[src/sv/rpnlex_pkg.sv]
`timescale 1ns / 1ps
`default_nettype none

package rpnlex_pkg;

   localparam int CHAR_W = 8;
   localparam int KIND_W = 3;
   localparam int MAX_LEN_DEF = 32;

   // Token kinds carried on the result channel.
   localparam logic [KIND_W-1:0] KIND_IDENT  = 3'd0;
   localparam logic [KIND_W-1:0] KIND_OPER   = 3'd1;
   localparam logic [KIND_W-1:0] KIND_NUMBER = 3'd2;
   localparam logic [KIND_W-1:0] KIND_END    = 3'd3;
   localparam logic [KIND_W-1:0] KIND_ERROR  = 3'd4;

   localparam logic [CHAR_W-1:0] CH_SLASH = 8'h2F;
   localparam logic [CHAR_W-1:0] CH_STAR  = 8'h2A;
   localparam logic [CHAR_W-1:0] CH_PLUS  = 8'h2B;
   localparam logic [CHAR_W-1:0] CH_MINUS = 8'h2D;
   localparam logic [CHAR_W-1:0] CH_ZERO  = 8'h30;
   localparam logic [CHAR_W-1:0] CH_NINE  = 8'h39;
   localparam logic [CHAR_W-1:0] CH_LA    = 8'h61;
   localparam logic [CHAR_W-1:0] CH_LZ    = 8'h7A;
   localparam logic [CHAR_W-1:0] CH_UA    = 8'h41;
   localparam logic [CHAR_W-1:0] CH_UZ    = 8'h5A;
   localparam logic [CHAR_W-1:0] CH_NUL   = 8'h00;

   function automatic logic is_letter(input logic [CHAR_W-1:0] c);
      return ((c >= CH_LA) && (c <= CH_LZ)) || ((c >= CH_UA) && (c <= CH_UZ));
   endfunction

   function automatic logic is_digit(input logic [CHAR_W-1:0] c);
      return (c >= CH_ZERO) && (c <= CH_NINE);
   endfunction

   function automatic logic is_sign(input logic [CHAR_W-1:0] c);
      return (c == CH_PLUS) || (c == CH_MINUS);
   endfunction

   function automatic logic is_immed_op(input logic [CHAR_W-1:0] c);
      return (c == CH_SLASH) || (c == CH_STAR);
   endfunction

endpackage

`default_nettype wire

[src/sv/rpn_token_lexer.sv]
`timescale 1ns / 1ps
`default_nettype none

// Latency: a word that finishes no token gives its result (if any) in the next cycle.
// A token streams out at one word per cycle while the output is not stalled, after the
// first store read in S_FLUSH_RD; no new item is taken until S_END or S_REDO is done.
// Throughput is set by the single read port of the symbol store during token readout.
// Reset (synchronous, active high) returns the scanner to idle with an empty token.

module rpn_token_lexer #(
   parameter int MAX_LEN = rpnlex_pkg::MAX_LEN_DEF
) (
   input  wire logic                            clock,
   input  wire logic                            reset,
   input  wire logic                            req_valid,
   output logic                                 req_ready,
   input  wire logic                            req_kind,
   input  wire logic [rpnlex_pkg::CHAR_W-1:0]   req_char_in,
   output logic                                 rsp_valid,
   input  wire logic                            rsp_ready,
   output logic [rpnlex_pkg::KIND_W-1:0]        rsp_token_kind,
   output logic [rpnlex_pkg::CHAR_W-1:0]        rsp_sym_char,
   output logic                                 rsp_last
);
   import rpnlex_pkg::*;

   // A token holds at most MAX_LEN-1 characters, so the store has that many entries.
   localparam int DEPTH = MAX_LEN - 1;
   localparam int AW    = (DEPTH > 1) ? $clog2(DEPTH) : 1;
   localparam int LW    = $clog2(MAX_LEN);
   localparam logic [LW-1:0] LEN_FULL = LW'(MAX_LEN - 1);
   localparam logic [LW-1:0] LEN_ONE  = LW'(1);

   typedef enum logic [1:0] {
      MODE_IDLE,
      MODE_IDENT,
      MODE_NUMBER
   } mode_type;

   typedef enum logic [2:0] {
      S_IN,        // waiting for an input word
      S_FLUSH_RD,  // first read of a pending token
      S_FLUSH,     // streaming the token, one character per word
      S_END,       // end token after a flush
      S_REDO       // terminator character handled again as if idle
   } state_type;

   state_type         state_ff;
   mode_type          mode_ff;
   logic [LW-1:0]     len_ff;
   logic [LW-1:0]     idx_ff;
   logic [CHAR_W-1:0] first_ff;
   logic [CHAR_W-1:0] hold_ff;
   logic [KIND_W-1:0] tok_kind_ff;
   logic              post_end_ff;

   logic              rsp_valid_ff;
   logic              rsp_valid_in;
   logic              rsp_load;
   logic [KIND_W-1:0] rsp_kind_ff;
   logic [CHAR_W-1:0] rsp_char_ff;
   logic              rsp_last_ff;

   logic              out_free;
   logic              accept;
   logic              c_letter, c_digit, c_sign, c_op;
   logic              h_letter, h_digit, h_sign, h_op;
   logic              extends_tok;
   logic [KIND_W-1:0] flush_kind;
   logic              flush_last;

   logic              wr_en;
   logic [AW-1:0]     wr_addr;
   logic [CHAR_W-1:0] wr_data;
   logic              rd_en;
   logic [AW-1:0]     rd_addr;
   logic [CHAR_W-1:0] rd_data;

   // The output register is free when empty or when its word leaves this cycle.
   assign out_free  = !rsp_valid_ff || rsp_ready;
   assign req_ready = (state_ff == S_IN) && out_free;
   assign accept    = req_valid && req_ready;

   assign rsp_valid      = rsp_valid_ff;
   assign rsp_token_kind = rsp_kind_ff;
   assign rsp_sym_char   = rsp_char_ff;
   assign rsp_last       = rsp_last_ff;

   always_comb begin
      c_letter = is_letter(req_char_in);
      c_digit  = is_digit(req_char_in);
      c_sign   = is_sign(req_char_in);
      c_op     = is_immed_op(req_char_in);
      h_letter = is_letter(hold_ff);
      h_digit  = is_digit(hold_ff);
      h_sign   = is_sign(hold_ff);
      h_op     = is_immed_op(hold_ff);
      extends_tok = ((mode_ff == MODE_IDENT) && c_letter) ||
                    ((mode_ff == MODE_NUMBER) && c_digit);
      // A lone sign is an operator; everything else in number mode is a number.
      if (mode_ff == MODE_IDENT) begin
         flush_kind = KIND_IDENT;
      end else if ((len_ff == LEN_ONE) && is_sign(first_ff)) begin
         flush_kind = KIND_OPER;
      end else begin
         flush_kind = KIND_NUMBER;
      end
      flush_last = (idx_ff == (len_ff - LEN_ONE));
   end

   // A new word enters the output register on exactly the branches of the state machine
   // that load one; otherwise the held word stays until it is taken.
   always_comb begin
      rsp_load = 1'b0;
      unique case (state_ff)
         S_IN: begin
            if (accept) begin
               if (req_kind) begin
                  rsp_load = (mode_ff == MODE_IDLE);
               end else if (extends_tok) begin
                  rsp_load = (len_ff == LEN_FULL);
               end else begin
                  rsp_load = (mode_ff == MODE_IDLE) && c_op;
               end
            end
         end
         S_FLUSH, S_END: begin
            rsp_load = out_free;
         end
         S_REDO: begin
            rsp_load = out_free && h_op;
         end
         default: begin
         end
      endcase
      rsp_valid_in = rsp_load || (rsp_valid_ff && !rsp_ready);
   end

   // Store writes happen only while taking input or restarting a token, and reads only
   // during readout, so the same entry is never written and read in one cycle.
   always_comb begin
      wr_en   = 1'b0;
      wr_addr = '0;
      wr_data = req_char_in;
      rd_en   = 1'b0;
      rd_addr = '0;
      unique case (state_ff)
         S_IN: begin
            if (accept && !req_kind) begin
               if (extends_tok) begin
                  wr_en   = (len_ff != LEN_FULL);
                  wr_addr = len_ff[AW-1:0];
               end else if (mode_ff == MODE_IDLE) begin
                  wr_en = c_letter || c_sign || c_digit;
               end
            end
         end
         S_FLUSH_RD: begin
            rd_en = 1'b1;
         end
         S_FLUSH: begin
            rd_en   = out_free && !flush_last;
            rd_addr = AW'(idx_ff + LEN_ONE);
         end
         S_REDO: begin
            wr_en   = out_free && (h_letter || h_sign || h_digit);
            wr_data = hold_ff;
         end
         default: begin
         end
      endcase
   end

   rpnlex_store #(
      .DEPTH (DEPTH),
      .AW    (AW)
   ) u_store (
      .clock      (clock),
      .wr_en      (wr_en),
      .wr_addr    (wr_addr),
      .wr_data    (wr_data),
      .rd_en      (rd_en),
      .rd_addr    (rd_addr),
      .rd_data_ff (rd_data)
   );

   always_ff @(posedge clock) begin
      if (reset) begin
         state_ff     <= S_IN;
         mode_ff      <= MODE_IDLE;
         len_ff       <= '0;
         rsp_valid_ff <= 1'b0;
      end else begin
         rsp_valid_ff <= rsp_valid_in;
         unique case (state_ff)
            S_IN: begin
               if (accept) begin
                  if (req_kind) begin
                     if (mode_ff != MODE_IDLE) begin
                        tok_kind_ff <= flush_kind;
                        post_end_ff <= 1'b1;
                        state_ff    <= S_FLUSH_RD;
                     end else begin
                        rsp_kind_ff  <= KIND_END;
                        rsp_char_ff  <= CH_NUL;
                        rsp_last_ff  <= 1'b1;
                     end
                  end else if (extends_tok) begin
                     if (len_ff == LEN_FULL) begin
                        // Overflow: one error word, token and character dropped.
                        rsp_kind_ff  <= KIND_ERROR;
                        rsp_char_ff  <= CH_NUL;
                        rsp_last_ff  <= 1'b1;
                        mode_ff      <= MODE_IDLE;
                        len_ff       <= '0;
                     end else begin
                        len_ff <= len_ff + LEN_ONE;
                     end
                  end else if (mode_ff != MODE_IDLE) begin
                     tok_kind_ff <= flush_kind;
                     post_end_ff <= 1'b0;
                     hold_ff     <= req_char_in;
                     state_ff    <= S_FLUSH_RD;
                  end else if (c_op) begin
                     rsp_kind_ff  <= KIND_OPER;
                     rsp_char_ff  <= req_char_in;
                     rsp_last_ff  <= 1'b1;
                  end else if (c_letter) begin
                     mode_ff  <= MODE_IDENT;
                     len_ff   <= LEN_ONE;
                     first_ff <= req_char_in;
                  end else if (c_sign || c_digit) begin
                     mode_ff  <= MODE_NUMBER;
                     len_ff   <= LEN_ONE;
                     first_ff <= req_char_in;
                  end
               end
            end
            S_FLUSH_RD: begin
               idx_ff   <= '0;
               state_ff <= S_FLUSH;
            end
            S_FLUSH: begin
               if (out_free) begin
                  rsp_kind_ff  <= tok_kind_ff;
                  rsp_char_ff  <= rd_data;
                  rsp_last_ff  <= flush_last;
                  if (flush_last) begin
                     mode_ff  <= MODE_IDLE;
                     len_ff   <= '0;
                     state_ff <= post_end_ff ? S_END : S_REDO;
                  end else begin
                     idx_ff <= idx_ff + LEN_ONE;
                  end
               end
            end
            S_END: begin
               if (out_free) begin
                  rsp_kind_ff  <= KIND_END;
                  rsp_char_ff  <= CH_NUL;
                  rsp_last_ff  <= 1'b1;
                  state_ff     <= S_IN;
               end
            end
            S_REDO: begin
               if (out_free) begin
                  if (h_op) begin
                     rsp_kind_ff  <= KIND_OPER;
                     rsp_char_ff  <= hold_ff;
                     rsp_last_ff  <= 1'b1;
                  end else if (h_letter) begin
                     mode_ff  <= MODE_IDENT;
                     len_ff   <= LEN_ONE;
                     first_ff <= hold_ff;
                  end else if (h_sign || h_digit) begin
                     mode_ff  <= MODE_NUMBER;
                     len_ff   <= LEN_ONE;
                     first_ff <= hold_ff;
                  end
                  state_ff <= S_IN;
               end
            end
            default: begin
               state_ff <= S_IN;
            end
         endcase
      end
   end

endmodule

`default_nettype wire

[src/sv/rpnlex_store.sv]
`timescale 1ns / 1ps
`default_nettype none

// Symbol store: one write port and one read port with registered read data.
module rpnlex_store #(
   parameter int DEPTH = 31,
   parameter int AW    = 5
) (
   input  wire logic                       clock,
   input  wire logic                       wr_en,
   input  wire logic [AW-1:0]              wr_addr,
   input  wire logic [rpnlex_pkg::CHAR_W-1:0] wr_data,
   input  wire logic                       rd_en,
   input  wire logic [AW-1:0]              rd_addr,
   output logic [rpnlex_pkg::CHAR_W-1:0]   rd_data_ff
);
   import rpnlex_pkg::*;

   logic [CHAR_W-1:0] mem [DEPTH];

   always_ff @(posedge clock) begin
      if (wr_en) begin
         mem[wr_addr] <= wr_data;
      end
      if (rd_en) begin
         rd_data_ff <= mem[rd_addr];
      end
   end

endmodule

`default_nettype wire
[config.mk]
export PLATFORM = sky130hd
export DESIGN_NAME = rpn_token_lexer
export DESIGN_NICKNAME = d
export VERILOG_FILES = /design/src/sv/rpnlex_pkg.sv /design/src/sv/rpn_token_lexer.sv /design/src/sv/rpnlex_store.sv
export SDC_FILE = /design/constraint.sdc
export NUM_CORES = 1
export LEC_CHECK = 0
export ABC_AREA = 0
export BUFFER_PORTS_ARGS = -buffer_cell sky130_fd_sc_hd__buf_2
export CELL_PAD_IN_SITES_DETAIL_PLACEMENT = 1
export CELL_PAD_IN_SITES_GLOBAL_PLACEMENT = 2
export CORE_ASPECT_RATIO = 1.75
export CORE_MARGIN = 10
export CORE_UTILIZATION = 45
export DETAILED_ROUTE_END_ITERATION = 7
export PLACE_DENSITY_LB_ADDON = 0.1
export RECOVER_POWER = 50
export SKIP_CTS_REPAIR_TIMING = 1
export SYNTH_ARGS = -nofsm -noshare
export SYNTH_HDL_FRONTEND = slang
export SYNTH_SLANG_ARGS = --single-unit
[constraint.sdc]
create_clock -name clock -period 3.85 [get_ports clock]
set_input_delay 0 -clock clock [delete_from_list [all_inputs] [get_ports clock]]
set_output_delay 0 -clock clock [all_outputs]
set_load 0.02 [all_outputs]
Word level (Yosys, flattened, before mapping):

Memory sizes are Yosys's and may differ from the RTL's. A register that Yosys moved wholly into a read port is not among the register bits.
Cells that the tools add are included.

* register bits: 48
* RAM bits: 248
* memories: 1
* input port bits: 13
* logic and storage cells: 245

* $add $sub $neg: 3
* order comparisons: 12
* reductions and logical operators: 55
* eq/ne operators: 44
* multiplexer cells: 115
* bitwise operators: 3

Memory list
* u_store.mem: depth 31, width 8, read ports 1, clocked after Yosys merged registers in 1, wr ports 1, line rpnlex_store.sv:19 `logic [CHAR_W-1:0] mem [DEPTH];`

Operators with widths (count)
* 8-bit 2-to-1 mux: 23
* 5-bit 2-to-1 mux: 20
* 8-bit by 6-bit == test with 1-bit output (second input constant): 10
* 3-bit 2-to-1 mux: 22
* 11-bit AND reduction: 3
* 8-bit by 7-bit greater-or-equal comparator with 1-bit output (second input constant): 4
* 8-bit by 7-bit <= comparator with 1-bit output (second input constant): 4
* 2-bit 2-to-1 mux: 16
* 8-bit case mux with 4 select lines: 1
* 2-bit inequality test (second input constant): 13
* 3-bit case mux with 4 select lines: 2
* 1-bit 2-to-1 mux: 23
* 1-bit logical AND: 17
* 8-bit by 6-bit greater-or-equal comparator with 1-bit output (second input constant): 2
* 8-bit by 6-bit <= comparator with 1-bit output (second input constant): 2
* 1-bit logical OR: 16
* 8-bit case mux with 2 select lines: 1
* 3-bit inequality test (second input constant): 5
* 5-bit case mux with 3 select lines: 1
* 12-bit AND reduction: 1
* 5-bit by 1-bit adder with 5-bit output (second input constant): 2
* 5-bit case mux with 2 select lines: 1
* 5-bit AND reduction: 2
* 4-bit by 3-bit inequality test with 1-bit output (second input constant): 2
* other kinds (27): 39

Longest topological paths before layout:

* word-level depth: 11
* mapped depth: 11
* gate-level depth less buffers: 9

By module:

Synthesis repeated with hierarchy kept, for this count alone.

* cell total of the unflattened synthesis: 861
* area total of the unflattened synthesis: 13042.5 um2

By module, submodules not included
* rpnlex_store: seq. area each 7687.4 um2, instances 1, cells each 561, area an instance 10189.8 um2
* rpn_token_lexer: seq. area each 1301.2 um2, instances 1, cells each 300, area an instance 2852.7 um2

Worst setup path before layout:

Ideal clock, no wire load.

* path type: flip-flop to flip-flop
* from: reg len_ff[0]
* to: reg idx_ff[0], enable pin
* buffers on the path: 1
* path slack: 855 ps
* cell stages (with the launch flop): 11
* required time: 3507 ps
* period minus slack after synthesis: 2995 ps
* data arrival time: 2652 ps
* cells stage by stage: dfxtp_1 > clkbuf_1 > inv_1 > ha_1 > xor2_1 > nand3_1 > o31ai_2 > nor4b_2 > or3_1 > a21oi_1 > nor2b_1

* longest elaborated chain between the ends: 4

RTL lines
* from (decl): line rpn_token_lexer.sv:50 `logic [LW-1:0] len_ff;`
* from (signal assigned): line rpn_token_lexer.sv:217 `len_ff <= len_ff + LEN_ONE;`
* 5-bit by 1-bit subtractor with 5-bit output: line rpn_token_lexer.sv:108 `flush_last = (idx_ff == (len_ff - LEN_ONE));`
* 5-bit == test: line rpn_token_lexer.sv:108
* 2-bit inequality test (no line)
* 4-bit AND reduction (no line)
* to (signal assigned): line rpn_token_lexer.sv:253 `idx_ff <= idx_ff + LEN_ONE;`
* to (decl): line rpn_token_lexer.sv:51 `logic [LW-1:0] idx_ff;`

Every way passes these cells.
A chain may end at the register's enable or synchronous reset.

Final worst setup path:

* from: reg mode_ff[0]
* to: mem u_store.mem[25][2], enable pin

* longest elaborated chain between the ends: 8
* elaborated cells on any way between the ends: 15

RTL lines
* from (decl): line rpn_token_lexer.sv:49 `mode_type mode_ff;`
* from (signal assigned): line rpn_token_lexer.sv:190 `mode_ff <= MODE_IDLE;`
* from (signal assigned): line rpn_token_lexer.sv:214 `mode_ff <= MODE_IDLE;`
* from (signal assigned): line rpn_token_lexer.sv:229 `mode_ff <= MODE_IDENT;`
* 2-bit by 1-bit == test with 1-bit output / 2-bit == test (equally long branches): line rpn_token_lexer.sv:98, rpn_token_lexer.sv:99
* 1-bit logical AND, on equally long branches: line rpn_token_lexer.sv:98, rpn_token_lexer.sv:99
* 1-bit logical OR: line rpn_token_lexer.sv:98 `extends_tok = ((mode_ff == MODE_IDENT) && c_letter) ||`
* 1-bit 2-to-1 mux: line rpn_token_lexer.sv:150 `if (extends_tok) begin`
* 1-bit 2-to-1 mux: line rpn_token_lexer.sv:149 `if (accept && !req_kind) begin`
* 1-bit case mux with 2 select lines: line rpn_token_lexer.sv:147 `unique case (state_ff)`
* 1-bit 2-to-1 mux: line rpnlex_store.sv:22 `if (wr_en) begin`
* 1-bit 2-to-1 mux (implied by the code): line rpnlex_store.sv:23 `mem[wr_addr] <= wr_data;`
* to (decl): line rpnlex_store.sv:19

Parallel ways exist; a longest one is shown, timed or not.

==> flow_summary.ini <==
[status]
status = finished clean

[die]
fp.dieH_um = 244
coreArea_um2 = 28500
die_w_um = 148
row_count = 82
num_io_pins = 27
dieArea_um2 = 36200
initial_core_util_pct = 45.4

[finish]
final_area_um2 = 14800
antenna_cells = 0
nets = 1035
drive_gt1_share_pct = 13.4
syn_to_final_growth_pct = 14.5
fin_cells = 1417

[synthesis]
synth_cells = 943
ys_types = 71
synth_ff_type = edfxtp_1
ys_ff_latch = 303
synth_top_area_share_pct = 67.8
syn_avg_cell_area_um2 = 13.7
synth_edf_count = 292
yosys.area.top_type = edfxtp_1
synthArstFlopShare_pct = 0
synthTopCellsByArea = edfxtp_1, nand2_1, mux2i_1, mux4_2, dfxtp_1
syn_area_um2 = 12900
ys_warn_count = 0
synth_nets = 961
yosysSeqAreaShare_pct = 69.5

[global_routing]
grt_antenna_before_repair = 0
grt_max_degree = 53
overflow = 0
grt_pass1_wl_um = 55000
grtUsageTotal_pct = 20.0
grt_pass1_vias = 8868

[setup_path]
critPathSlowestCell = nor2_1
critPathMaxFanout = 11
end_kind = flop
r2r_start = mode_ff[0]
critPathBufInv = 1
startpoint = mode_ff[0]
crit_family = simple AND/OR/NAND/NOR gates
r2r_cells = 7
cp-start-kind = flop
path_cells = nor2b_1, nand2b_1, o21ai_2, clkbuf_1, and2_1, nand4b_1, nor2_1
path_class = flop to flop
crit-reg2reg-capture = u_store.mem[25][2]
critPathArrivalTime_ns = 3.65
required_ns = 4.03
critPathMaxStageDelay_ns = 0.76
r2r_slack_ns = 0.37

[placement]
dp_hpwl_um = 25700
io_buffers = 26
gp_congestion = 0.890
pre_cts_slack_ns = 0.178
placedCellCount = 1351
post_dp_cell_area_um2 = 13800

[sta]
worst_pin_slew_ns = 1.03
final.setup_skew_ns = 0.0141
fin_crit_sh_pct = 90.3
maxSlewViolCount = 0
setup_ws_ns = 0.374
setup_viol = 0
period_needed_ns = 3.48
setup-tns-final_ns = 0
relSlewSlack_pct = 31.2
max_freq_mhz = 288
holdWs_ns = 0.0109
hold_viol_final = 0
rsz0062_at_grt = no

[hold_path]
hold-path-endpoint = rsp_valid
hold_start = req_valid
whs_path_depth = 4
min_path_type = primary input to flop

[routing]
num_vias = 8424
first_pass_iters = 6
viasPerCell = 5.94
first_iter_violations = 607
antenna_left = 0
wl_per_cell_um = 25.9
drc = 0
wl_um = 36800

[cts]
clockBufferDepth = 3
clock-sinks = 303
clk_pin_slew_ns = 0.07
h-tree-depth = 1
cts_root_buf = clkbuf_16
numCtsBuffers = 28
cts_tree = done
clock_insertion_delay_worst_skew_ns = 0.56

[power_and_ir_drop]
ir_drop_v = 0.000425
p_leak_nw = 4.90
p_per_area_nw_per_um2 = 576

[flow_run]
max_cap_violations = 0
## cells in the final DEF (no fill, tap or decap), types with 13 or more instances in the layout
master | netlist | final
a311oi_1 | 16 | 16
clkbuf_16 | 0 | 29
o22ai_1 | 28 | 28
buf_4 | 1 | 50
mux2i_1 | 35 | 35
nand3_1 | 32 | 32
a31oi_1 | 14 | 14
and3_1 | 18 | 18
o21ai_0 | 37 | 37
edfxtp_1 | 292 | 292
a21oi_1 | 20 | 20
nor3_1 | 14 | 13
o221ai_1 | 17 | 17
clkbuf_1 | 31 | 26
nand2_1 | 141 | 141
inv_1 | 13 | 14
nor2_1 | 56 | 58
## cell families (layout without fill, tap and decap cells)
group,after synthesis,in the layout,share of synthesized area (%)
xor+xnor,15,15,1.02
compound gates,184,184,10.2
simple gates,317,317,11.8
mux,46,46,4.56
buf+inv,73,169,2.50
flops,303,303,69.5
fa+ha+maj,5,5,0.484
## worst reg2reg max path, delay by kind of cell (launching register included)
family	cells	cell delay [ns]
AO/OA/AOI/OAI	1	0.16
AND/OR/NAND/NOR	5	2.04
buffers and inverters	1	0.48
flip-flops	1	0.43
## state kept, by name (all words and copies together) (netlist names)
signal,count
state_ff,3
post_end_ff,1
idx_ff,5
hold_ff,8
first_ff,8
tok_kind_ff,2
u_store.mem,248
rsp_valid,1
rsp_last,1
rsp_sym_char,8
rsp_token_kind,3
len_ff,5
mode_ff,2
u_store.rd_data_ff,8
## metal layers
layer,vias up,wire length [µm],GRT usage [%]
met5,-,0,0
li1,3795,-,-
met1,4331,13300,21.3
met2,219,20100,37.1
met4,0,1920,10.8
met3,79,1420,2.57
## Yosys cell counts (all sizes together), types with 17 or more instances
cell type    n
a21oi       20
and3        18
buf         24
clkbuf      31
edfxtp     292
inv         17
mux2i       35
nand2      142
nand3       32
nor2        59
o21ai       39
o221ai      17
o22ai       29
## power breakdown
group          internal (mW)  switching, mW
Sequential              3.81          0.105
Clock                   1.73           1.24
Combinational          0.541           1.11
Total                   6.08           2.46
## cell type report
cell class,instances,area (µm²)
clock buffer,29,726
inverter,18,68.8
fill,2895,13700
tap,378,473
sequential,303,8990
multi-input combinational,567,3620
clock inverter,23,279
timing repair buffer,99,658
## how the worst max path moves through the flow
stage                                       end  slack (ns)  cells after the start
after floorplan                       idx_ff[0]        0.85                     10
after global placement    u_store.rd_data_ff[3]        0.32                      9
after detailed placement  u_store.rd_data_ff[3]        0.18                      9
after CTS                 u_store.rd_data_ff[3]        0.13                      9
after global routing          u_store.mem[4][1]        0.22                      8
final                        u_store.mem[25][2]        0.37                      7
## through the flow
step           util [%]  power (mW)
3_3_place_gp       48.2        5.60
2_1_floorplan         -        5.01
6_report           51.9        8.53
5_1_grt            51.9        8.87
3_5_place_dp       48.2        5.64
4_1_cts            51.8        8.61
Note: power is estimated with default switching activity, not from simulation.
